## config.mk

```make
export PLATFORM = sky130hd
export DESIGN_NAME = framed_packet_crc_parser
export DESIGN_NICKNAME = d
export VERILOG_FILES = /design/src/sv/fpcp_pkg.sv /design/src/sv/fpcp_parser.sv /design/src/sv/framed_packet_crc_parser.sv
export SDC_FILE = /design/constraint.sdc
export NUM_CORES = 1
export LEC_CHECK = 0
export ABC_AREA = 1
export BUFFER_PORTS_ARGS = -buffer_cell sky130_fd_sc_hd__buf_4
export CORE_MARGIN = 1.5
export CORE_UTILIZATION = 35
export DETAILED_ROUTE_END_ITERATION = 8
export GPL_TIMING_DRIVEN = 0
export PLACE_DENSITY = 0.55
export SLEW_MARGIN = 15
export SYNTH_ARGS = -nofsm -noshare
export SYNTH_HDL_FRONTEND = slang
export SYNTH_HIERARCHICAL = 1
export SYNTH_SLANG_ARGS = --single-unit
```

## constraint.sdc

```tcl
create_clock -name clk -period 4.15 [get_ports clk]
set_input_delay 0.2075 -clock clk [delete_from_list [all_inputs] [get_ports clk]]
set_output_delay 0.2075 -clock clk [all_outputs]
set_load 0.05 [all_outputs]
```

## src/sv/fpcp_pkg.sv

```systemverilog
`default_nettype none
// ----------------------------------------------------------------------------
// fpcp_pkg
// Shared types, register indexes and the CRC-16/CCITT-FALSE byte update for
// the framed packet parser.
// ----------------------------------------------------------------------------
package fpcp_pkg;

	// CRC-16/CCITT-FALSE constants
	localparam logic [15:0] CRC_POLY = 16'h1021;
	localparam logic [15:0] CRC_INIT = 16'hFFFF;

	// Configuration register indexes
	localparam int unsigned CFG_IDX_W = 2;
	localparam logic [CFG_IDX_W-1:0] CFG_SYNC_FIRST  = 2'd0;
	localparam logic [CFG_IDX_W-1:0] CFG_SYNC_SECOND = 2'd1;
	localparam logic [CFG_IDX_W-1:0] CFG_MAX_LEN     = 2'd2;

	// Reset values of the configuration registers
	localparam logic [7:0]  SYNC_FIRST_RST  = 8'hAA;
	localparam logic [7:0]  SYNC_SECOND_RST = 8'h55;
	localparam logic [15:0] MAX_LEN_RST     = 16'd1024;

	// Live configuration seen by the parser
	typedef struct packed {
		logic [7:0]  sync_first;
		logic [7:0]  sync_second;
		logic [15:0] max_payload_len;
	} fpcp_cfg_t;

	// One result word
	typedef struct packed {
		logic        payload_valid;
		logic [7:0]  payload_byte;
		logic [15:0] payload_index;
		logic        frame_ok;
		logic        crc_error;
		logic        length_error;
		logic [7:0]  frame_command;
		logic [15:0] frame_length;
	} fpcp_result_t;

	// One byte through the MSB-first CRC shift register
	function automatic logic [15:0] crc_byte(input logic [15:0] crc, input logic [7:0] b);
		logic [15:0] c;
		c = crc ^ {b, 8'h00};
		for (int i = 0; i < 8; i++) begin
			if (c[15]) begin
				c = {c[14:0], 1'b0} ^ CRC_POLY;
			end else begin
				c = {c[14:0], 1'b0};
			end
		end
		return c;
	endfunction

endpackage
`default_nettype wire

```

## src/sv/fpcp_parser.sv

```systemverilog
`default_nettype none
// ----------------------------------------------------------------------------
// fpcp_parser
// Frame state machine: sync hunt, header capture, payload indexing and the
// running CRC. One byte is consumed on each step; the result is combinational.
// ----------------------------------------------------------------------------
module fpcp_parser
	import fpcp_pkg::*;
(
	input  wire logic         clk,
	input  wire logic         arst_n,
	input  wire logic         step,
	input  wire logic [7:0]   rx_byte,
	input  wire fpcp_cfg_t    cfg,
	output fpcp_result_t      res
);

	localparam logic [2:0] PH_IDLE  = 3'd0;
	localparam logic [2:0] PH_SYNC1 = 3'd1;
	localparam logic [2:0] PH_SYNC2 = 3'd2;
	localparam logic [2:0] PH_CMD   = 3'd3;
	localparam logic [2:0] PH_LENH  = 3'd4;
	localparam logic [2:0] PH_DATA  = 3'd5;
	localparam logic [2:0] PH_CRC1  = 3'd6;
	localparam logic [2:0] PH_CRC2  = 3'd7;

	logic [2:0]  phase_q, phase_d;
	logic [7:0]  command_q, command_d;
	logic [15:0] length_q, length_d;
	logic [15:0] count_q, count_d;
	logic [15:0] crc_q, crc_d;
	logic [7:0]  crc_lo_q, crc_lo_d;
	logic [15:0] crc_upd;
	logic [15:0] count_inc;
	logic [15:0] len_full;

	// CRC over the current byte, seeded fresh on the command byte
	assign crc_upd   = crc_byte((phase_q == PH_SYNC2) ? CRC_INIT : crc_q, rx_byte);
	assign count_inc = count_q + 16'd1;
	assign len_full  = {length_q[15:8], rx_byte};

	// Next state and result for this byte
	always_comb begin
		phase_d   = phase_q;
		command_d = command_q;
		length_d  = length_q;
		count_d   = count_q;
		crc_d     = crc_q;
		crc_lo_d  = crc_lo_q;
		res       = '0;
		unique case (phase_q)
			PH_IDLE: begin
				if (rx_byte == cfg.sync_first) begin
					phase_d = PH_SYNC1;
				end
			end
			PH_SYNC1: begin
				// second sync wins when both values are equal
				if (rx_byte == cfg.sync_second) begin
					phase_d = PH_SYNC2;
				end else if (rx_byte != cfg.sync_first) begin
					phase_d = PH_IDLE;
				end
			end
			PH_SYNC2: begin
				command_d = rx_byte;
				crc_d     = crc_upd;
				phase_d   = PH_CMD;
			end
			PH_CMD: begin
				length_d = {rx_byte, 8'h00};
				crc_d    = crc_upd;
				phase_d  = PH_LENH;
			end
			PH_LENH: begin
				length_d = len_full;
				crc_d    = crc_upd;
				count_d  = '0;
				if (len_full > cfg.max_payload_len) begin
					res.length_error = 1'b1;
					phase_d          = PH_IDLE;
				end else if (len_full == 16'd0) begin
					phase_d = PH_CRC1;
				end else begin
					phase_d = PH_DATA;
				end
			end
			PH_DATA: begin
				res.payload_valid = 1'b1;
				res.payload_byte  = rx_byte;
				res.payload_index = count_q;
				count_d           = count_inc;
				crc_d             = crc_upd;
				if (count_inc >= length_q) begin
					phase_d = PH_CRC1;
				end
			end
			PH_CRC1: begin
				crc_lo_d = rx_byte;
				phase_d  = PH_CRC2;
			end
			PH_CRC2: begin
				if ({rx_byte, crc_lo_q} == crc_q) begin
					res.frame_ok = 1'b1;
				end else begin
					res.crc_error = 1'b1;
				end
				phase_d = PH_IDLE;
			end
			default: begin
				phase_d = PH_IDLE;
			end
		endcase
		res.frame_command = command_d;
		res.frame_length  = length_d;
	end

	// Parser state
	always_ff @(posedge clk or negedge arst_n) begin
		if (!arst_n) begin
			phase_q   <= PH_IDLE;
			command_q <= '0;
			length_q  <= '0;
			count_q   <= '0;
			crc_q     <= '0;
			crc_lo_q  <= '0;
		end else if (step) begin
			phase_q   <= phase_d;
			command_q <= command_d;
			length_q  <= length_d;
			count_q   <= count_d;
			crc_q     <= crc_d;
			crc_lo_q  <= crc_lo_d;
		end
	end

`ifndef SYNTHESIS
	// at most one flag per word
	a_flags_exclusive: assert property (@(posedge clk) disable iff (!arst_n)
		step |-> $onehot0({res.payload_valid, res.frame_ok, res.crc_error, res.length_error}))
		else $error("fpcp_parser: more than one result flag set");

	// payload index stays inside the declared length
	a_index_in_range: assert property (@(posedge clk) disable iff (!arst_n)
		(step && res.payload_valid) |-> (res.payload_index < res.frame_length))
		else $error("fpcp_parser: payload index beyond frame length");

	// a length error sends the parser back to the hunt
	a_len_err_idle: assert property (@(posedge clk) disable iff (!arst_n)
		(step && res.length_error) |=> (phase_q == PH_IDLE))
		else $error("fpcp_parser: no return to hunt after length error");

	// frame end flags only come from the last CRC byte
	a_end_from_crc2: assert property (@(posedge clk) disable iff (!arst_n)
		(step && (res.frame_ok || res.crc_error)) |-> (phase_q == PH_CRC2))
		else $error("fpcp_parser: frame end flagged outside CRC phase");
`endif

endmodule
`default_nettype wire

```

## src/sv/framed_packet_crc_parser.sv

```systemverilog
`default_nettype none
// Order: input register, parser, result register; the result word shows on out_valid.
// Throughput: one byte per cycle while no result waits on out_stall; the input and result
//   registers decouple the channels, so one byte is still taken while a result waits.
// Reset: arst_n clears both registers' valids, the parser to hunting and the
//   configuration to sync 0xAA/0x55 and a maximum length of 1024.
// ----------------------------------------------------------------------------
// framed_packet_crc_parser
// Byte-stream frame parser with CRC-16/CCITT-FALSE check: input register,
// single-pass parser and result register, plus the configuration registers.
// ----------------------------------------------------------------------------
module framed_packet_crc_parser
	import fpcp_pkg::*;
(
	input  wire logic                 clk,
	input  wire logic                 arst_n,
	// byte input
	input  wire logic                 in_valid,
	output logic                      in_stall,
	input  wire logic [7:0]           rx_byte,
	// result output
	output logic                      out_valid,
	input  wire logic                 out_stall,
	output logic                      payload_valid,
	output logic [7:0]                payload_byte,
	output logic [15:0]               payload_index,
	output logic                      frame_ok,
	output logic                      crc_error,
	output logic                      length_error,
	output logic [7:0]                frame_command,
	output logic [15:0]               frame_length,
	// configuration writes
	input  wire logic                 cfg_valid,
	output logic                      cfg_ready,
	input  wire logic [CFG_IDX_W-1:0] cfg_index,
	input  wire logic [15:0]          cfg_data
);

	fpcp_cfg_t    cfg_q;
	logic         s1_valid_q;
	logic [7:0]   rx_byte_s1;
	logic         out_valid_q;
	fpcp_result_t res_q;
	fpcp_result_t res;
	logic         out_free;
	logic         step;
	logic         in_take;

	// handshake
	assign out_free  = !out_valid_q || !out_stall;
	assign step      = s1_valid_q && out_free;
	assign in_stall  = s1_valid_q && !out_free;
	assign in_take   = in_valid && !in_stall;
	assign cfg_ready = 1'b1;

	// configuration registers
	always_ff @(posedge clk or negedge arst_n) begin
		if (!arst_n) begin
			cfg_q.sync_first      <= SYNC_FIRST_RST;
			cfg_q.sync_second     <= SYNC_SECOND_RST;
			cfg_q.max_payload_len <= MAX_LEN_RST;
		end else if (cfg_valid && cfg_ready) begin
			unique case (cfg_index)
				CFG_SYNC_FIRST:  cfg_q.sync_first      <= cfg_data[7:0];
				CFG_SYNC_SECOND: cfg_q.sync_second     <= cfg_data[7:0];
				CFG_MAX_LEN:     cfg_q.max_payload_len <= cfg_data;
				default: begin
				end
			endcase
		end
	end

	// input register
	always_ff @(posedge clk or negedge arst_n) begin
		if (!arst_n) begin
			s1_valid_q <= 1'b0;
		end else begin
			s1_valid_q <= in_take || (s1_valid_q && !out_free);
		end
	end

	always_ff @(posedge clk) begin
		if (in_take) begin
			rx_byte_s1 <= rx_byte;
		end
	end

	fpcp_parser u_parser (
		.clk     (clk),
		.arst_n  (arst_n),
		.step    (step),
		.rx_byte (rx_byte_s1),
		.cfg     (cfg_q),
		.res     (res)
	);

	// result register
	always_ff @(posedge clk or negedge arst_n) begin
		if (!arst_n) begin
			out_valid_q <= 1'b0;
		end else if (out_free) begin
			out_valid_q <= step;
		end
	end

	always_ff @(posedge clk) begin
		if (step) begin
			res_q <= res;
		end
	end

	assign out_valid     = out_valid_q;
	assign payload_valid = res_q.payload_valid;
	assign payload_byte  = res_q.payload_byte;
	assign payload_index = res_q.payload_index;
	assign frame_ok      = res_q.frame_ok;
	assign crc_error     = res_q.crc_error;
	assign length_error  = res_q.length_error;
	assign frame_command = res_q.frame_command;
	assign frame_length  = res_q.frame_length;

`ifndef SYNTHESIS
	// a word in the input register moves on whenever the result side is free
	a_s1_drains: assert property (@(posedge clk) disable iff (!arst_n)
		(s1_valid_q && out_free) |=> out_valid_q)
		else $error("framed_packet_crc_parser: input word not forwarded");

	// input is only held back when both registers are full
	a_stall_only_full: assert property (@(posedge clk) disable iff (!arst_n)
		in_stall |-> (s1_valid_q && out_valid_q && out_stall))
		else $error("framed_packet_crc_parser: stall with free space");

	// a held result word is not overwritten
	a_hold_result: assert property (@(posedge clk) disable iff (!arst_n)
		(out_valid_q && out_stall) |=> (out_valid_q && $stable(res_q)))
		else $error("framed_packet_crc_parser: stalled result changed");
`endif

endmodule
`default_nettype wire

```

; Word level (Yosys, flattened, before mapping)
; Index checks and enable logic that the tools add are counted.
[totals]
register_bits = 161
output_inout_bits = 55
[op_classes]
n_mux = 23
n_reduce_logical = 21
magnitude_cmp = 2
eq_ne = 16
bitwise_logic = 9
add_sub_neg = 1
[op_table]
columns = operator, count
row1 = $mux W13, 8
row2 = $pmux W16 S2, 2
row3 = $mux W25, 1
row4 = $not A3 Y3, 8
row5 = $pmux W3 S8, 1
row6 = $add A16 B1 Y16 const B, 1
row7 = $eq A16 B16 Y1, 1
row8 = $eq A8 B8 Y1, 2
row9 = $ge A16 B16 Y1, 1
row10 = $gt A16 B16 Y1, 1
row11 = $logic_not A16 Y1, 1
row12 = $mux W16, 1
row13 = $xor A16 B16 Y16, 1
row14 = $mux W3, 5
row15 = $eq A3 B3 Y1 const B, 4
row16 = $reduce_and A2 Y1, 6
row17 = $mux W8, 1
row18 = $ne A8 B8 Y1, 1
row19 = $eq A3 B2 Y1 const B, 2
row20 = $logic_not A1 Y1, 4
row21 = $ne A2 B1 Y1 const B, 2
row22 = $reduce_and A4 Y1, 1
row23 = $reduce_or A4 Y1, 1
row24 = $eq A3 B1 Y1 const B, 1
row25 = 10 further kinds, 15

; Logic depth before layout (Yosys ltp)
[logic_depth]
ltp_word = 19
mapped_depth = 20

; Hierarchy
; The synthesis kept the hierarchy.
[modules_own_cells]
columns = module, cells_per_inst, seq_area_each_um2, instances, area_each_um2
row1 = fpcp_parser, 705, 1676.6, 1, 4952.2
row2 = framed_packet_crc_parser, 215, 2663.8, 1, 3291.9

; Worst setup path before layout
; OpenSTA, ideal clock, no wires.
[synth_timing]
kind = register to register
startpoint = register out_valid_q, in the netlist out_valid
endpoint = register u_parser.count_q[10]
setup_slack_ns = -0.600
period_less_slack_ns = 4.750
t_required_ns = 4.019
t_arrival_ns = 4.619
path_buffers = 1
stages_incl_launch_ff = 6
cell_sequence = dfrtp_1 > a21oi_1 > inv_1 > nor3_1 > clkbuf_1 > o22ai_1
[synth_between]
elab_chain_cells = 4
[synth_lines]
columns = item, line_no
row1 = from (decl), framed_packet_crc_parser.sv:42  ; logic out_valid_q;
row2 = from (signal assigned), framed_packet_crc_parser.sv:102  ; out_valid_q <= step;
row3 = $logic_not A1 Y1, framed_packet_crc_parser.sv:50  ; assign out_free = !out_valid_q || !out_stall;
row4 = $logic_or A1 B1 Y1, framed_packet_crc_parser.sv:50
row5 = $logic_and A1 B1 Y1, framed_packet_crc_parser.sv:51  ; assign step = s1_valid_q && out_free;
row6 = via step, framed_packet_crc_parser.sv:46  ; logic step;
row7 = $reduce_and A2 Y1 (no source line), --
row8 = to (signal assigned), fpcp_parser.sv:131  ; count_q <= count_d;
row9 = to (decl), fpcp_parser.sv:30  ; logic [15:0] count_q, count_d;
; The timed path passes the listed nets, and every way through them passes these cells.
; A chain may end at the register's enable or synchronous reset.

; Final worst setup path
[layout_timing]
startpoint = register u_parser.count_q[0]
endpoint = register u_parser.phase_q[0]
[layout_between]
elab_chain_cells = 4
[layout_lines]
columns = item, line_no
row1 = $add A16 B1 Y16, fpcp_parser.sv:39  ; assign count_inc = count_q + 16'd1;
row2 = $ge A16 B16 Y1, fpcp_parser.sv:94  ; if (count_inc >= length_q) begin
row3 = $ne A2 B1 Y1 (no source line), --
row4 = $reduce_and A4 Y1 (no source line), --
row5 = to (signal assigned), fpcp_parser.sv:128  ; phase_q <= phase_d;
row6 = to (decl), fpcp_parser.sv:27  ; logic [2:0] phase_q, phase_d;
; Every way passes these cells.

==> flow_summary.json <==
{
  "n_antenna_cell": 0,
  "cts_made_buffers": 17,
  "syn_avg_cell_area_um2": 8.96,
  "async_reset_ff_share_pct": 62.7,
  "synth_area_um2": 8240,
  "routed_wl_um": 20500,
  "reg2reg_slack_ns": 0.88,
  "slew_violations": 0,
  "fmax_ghz": 0.306,
  "cts_max_level": 4,
  "synth_fa_ha_area_share_pct": 5.01,
  "nets": 1098,
  "ys_types": 40,
  "vdd.ir_drop.worst_v": 0.000289,
  "setup_viol": 0,
  "vias": 6463,
  "cts.path.max_buffers": 2,
  "die_area_um2": 24500,
  "p_comb_share_pct": 30.0,
  "grt.total_usage_pct": 17.7,
  "syn_to_final_growth_pct": 20.8,
  "yosys.area_share.xor_xnor_pct": 4.42,
  "critPathKind": "reg -> reg",
  "final_cell_area_um2": 9960,
  "pwr-share-clk_pct": 29.1,
  "top_usage_layer": "met2",
  "worst_clock_skew_ns": 0.0123,
  "grt_pass1_wl_um": 33100,
  "rows": 55,
  "power.switching_uw": 1770,
  "final-hold-violation-count": 0,
  "core_um2": 22800,
  "final_cell_mix": "nand2_1, inv_1, dfrtp_1, buf_4, o21ai_0",
  "synth_mux_area_share_pct": 0,
  "rsz0062_at_grt": "false",
  "cts_resized": 0,
  "switching_share_pct": 34.8,
  "max-cap-violations": 0,
  "ys_ff_latch": 161,
  "crit_arrival_ns": 3.63,
  "final_common_cell": "nand2_1",
  "endpoint_kind": "register",
  "synth_nets": 984,
  "synth_compound_area_share_pct": 7.97,
  "crit_path_max_fanout": 4,
  "ant_nets": 0,
  "antenna_found_initial": 0,
  "dr.pass1.iters": 7,
  "total_power_uw": 5080,
  "cts_root_buf": "clkbuf_16",
  "place.gp.congestion": 0.842,
  "use_met3_pct": 3.74,
  "relSlewSlack_pct": 33.7,
  "io_pins": 86,
  "use_met2_pct": 27.1,
  "dp_hpwl_um": 14900,
  "layout-drive-gt1-share_pct": 16.4,
  "drt-initial-drc-count": 408,
  "p_per_area_nw_per_um2": 510,
  "grt_max_degree": 102,
  "placed_area_um2": 9310,
  "cts_tree": "yes",
  "timing.final.crit_share_pct": 78.7,
  "cell_internal_pwr_uw": 3310,
  "period_minus_slack_ns": 3.27,
  "synthSimpleGateAreaFrac_pct": 22.4,
  "seqPwrFrac_pct": 40.9,
  "worst_slew_pin_slew_ns": 0.995,
  "yosys_warnings": 6,
  "initial_core_util_pct": 36.1,
  "required_ns": 4.51,
  "synth-main-ff-cell": "dfrtp_1",
  "power_leakage_uw": 0.00466,
  "start_kind": "register",
  "via_per_inst": 4.75,
  "synth_edf_count": 60,
  "grt_pass1_vias": 6238,
  "die_h_um": 156,
  "outcome": "complete, no violations",
  "yosysSeqAreaShare_pct": 52.6,
  "grt_util_met1_pct": 25.1,
  "cts_num_sinks": 161,
  "fillCellCount": 2327,
  "postSynthCellCount": 920,
  "synth_top_family_by_area": "simple AND/OR/NAND/NOR gates",
  "dieWidth_um": 156,
  "min_path_type": "in -> reg",
  "wire_per_inst_um": 15.1,
  "grt.overflow.total": 0,
  "drc": 0,
  "port_buffers": 82,
  "clkTransAtPathRegs_ns": 0.06,
  "clock_latency_ns": 0.43
}
-- power by group through the flow --
stage	registers, µW	logic (µW)	clock network (µW)
floorplan	2280	918	0
global placement	2100	1490	0
detailed placement	2110	1510	0
CTS	2080	1530	1510
global route	2110	1700	1580
finish	2080	1520	1480
-- metal layers --
| layer | wire length (µm) | part of all wire [%] | up-vias |
|---|---|---|---|
| li1 | - | - | 3256 |
| met1 | 10100 | 49 | 3025 |
| met2 | 9280 | 45 | 161 |
| met3 | 918 | 4.5 | 21 |
| met4 | 234 | 1.1 | 0 |
| met5 | 0 | 0 | - |
-- flip-flops by register name (all words and copies together) (netlist names) --
| register | cells |
|---|---|
| cfg_q | 32 |
| crc_error | 1 |
| frame_command | 8 |
| frame_length | 16 |
| frame_ok | 1 |
| length_error | 1 |
| out_valid | 1 |
| payload_byte | 8 |
| payload_index | 16 |
| payload_valid | 1 |
| rx_byte_s1 | 8 |
| s1_valid_q | 1 |
| u_parser/command_q | 8 |
| u_parser/count_q | 16 |
| u_parser/crc_lo_q | 8 |
| u_parser/crc_q | 16 |
| u_parser/length_q | 16 |
| u_parser/phase_q | 3 |
-- stage by stage --
stage               utilization, %  hold slack [ns]  setup TNS, ns  cells  worst slack (ns)
finish                        43.6           0.0266              0   1360             0.882
global route                  43.6           0.0258              0   1360             0.575
CTS                           43.6          0.00723              0   1360             0.894
detailed placement            40.7            0.387              0   1317             0.954
global placement              40.5            0.387         -13.94   1315            -0.824
floorplan                        -          -0.0881              0    920             0.764
-- layout make-up --
| type | instances | area (µm²) | area share [%] |
|---|---|---|---|
| well taps | 313 | 392 | 3.93 |
| clock inverters | 9 | 85.1 | 0.854 |
| inverters | 114 | 428 | 4.30 |
| flip-flops and latches | 161 | 4340 | 43.6 |
| repair buffers | 95 | 769 | 7.73 |
| clock buffers | 23 | 458 | 4.60 |
| plain buffers | 31 | 190 | 1.91 |
| multi-input cells | 614 | 3300 | 33.1 |
-- synth_stat cells (2+ instances only) --
| cell | count | area [µm²] |
|---|---|---|
| buf_1 | 2 | 7.51 |
| nand2_1 | 251 | 942 |
| o21ai_1 | 3 | 15.0 |
| buf_6 | 5 | 56.3 |
| nand2_2 | 3 | 18.8 |
| nor3_1 | 9 | 45.0 |
| xnor2_2 | 2 | 32.5 |
| xnor2_1 | 12 | 105 |
| dfstp_2 | 9 | 236 |
| xor2_1 | 24 | 210 |
| nand3_4 | 2 | 35.0 |
| nand3_1 | 28 | 140 |
| o22ai_1 | 15 | 93.8 |
| nand4_1 | 37 | 231 |
| dfrtp_1 | 92 | 2300 |
| ha_1 | 33 | 413 |
| a21oi_1 | 20 | 100 |
| clkbuf_1 | 9 | 33.8 |
| nor2_8 | 2 | 40.0 |
| or2_2 | 8 | 50.1 |
| buf_4 | 7 | 52.6 |
| o21ai_0 | 73 | 365 |
| buf_2 | 8 | 40.0 |
| and2_1 | 2 | 12.5 |
| inv_2 | 5 | 18.8 |
| nor4_1 | 8 | 50.1 |
| o21ai_2 | 6 | 52.6 |
| clkinv_1 | 2 | 7.51 |
| o21bai_1 | 2 | 15.0 |
| edfxtp_1 | 60 | 1800 |
| nor2_1 | 66 | 248 |
| inv_1 | 107 | 402 |
-- kinds of logic (layout without fill, tap and decap cells) --
family                   count (synthesis)  count (layout)
AO/OA/AOI/OAI                          121             121
AND/OR/NAND/NOR                        420             420
flip-flops                             161             161
adder cells (fa/ha/maj)                 33              33
buffers and inverters                  145             272
other                                    1               1
XOR/XNOR                                39              39
-- worst max-delay path, stage by stage, from the launching register on --
cell and delay [ns]:
dfrtp_1 0.40, ha_1 0.21, nand3_1 0.21, nor2_1 0.18
nand2_1 0.12, nor3_1 0.24, nand3_1 0.14, inv_1 0.10
nand4_1 0.10, and2_1 0.16, ha_1 0.27, nand2_1 0.07
nor3_1 0.34, nand3_1 0.17, nand3_1 0.12, nor2_1 0.04
nor2_1 0.17, nand2_1 0.07, nand2_1 0.06
-- worst paths after layout --
path / start / end / depth (start not counted)
setup / recovery: u_parser/count_q[0]$_DFFE_PN0P_ / u_parser/phase_q[0]$_DFFE_PN0P_ / 18
max in group asynchronous: arst_n / u_parser/crc_q[1]$_DFFE_PN0P_ / 2
hold reg to reg: cfg_q[10]$_DFFE_PN1P_ / cfg_q[10]$_DFFE_PN1P_ / 2
hold / removal: cfg_data[5] / cfg_q[29]$_DFFE_PN1P_ / 3
setup reg to reg: u_parser/count_q[0]$_DFFE_PN0P_ / u_parser/phase_q[0]$_DFFE_PN0P_ / 18
min in group asynchronous: arst_n / cfg_q[8]$_DFFE_PN0P_ / 2
-- repair_timing --
action,4_1_cts,5_1_grt
setup buffers,0,0
hold buffers,11,0
hold endpoints to repair,102,0
(Power assumes the default switching activity.)
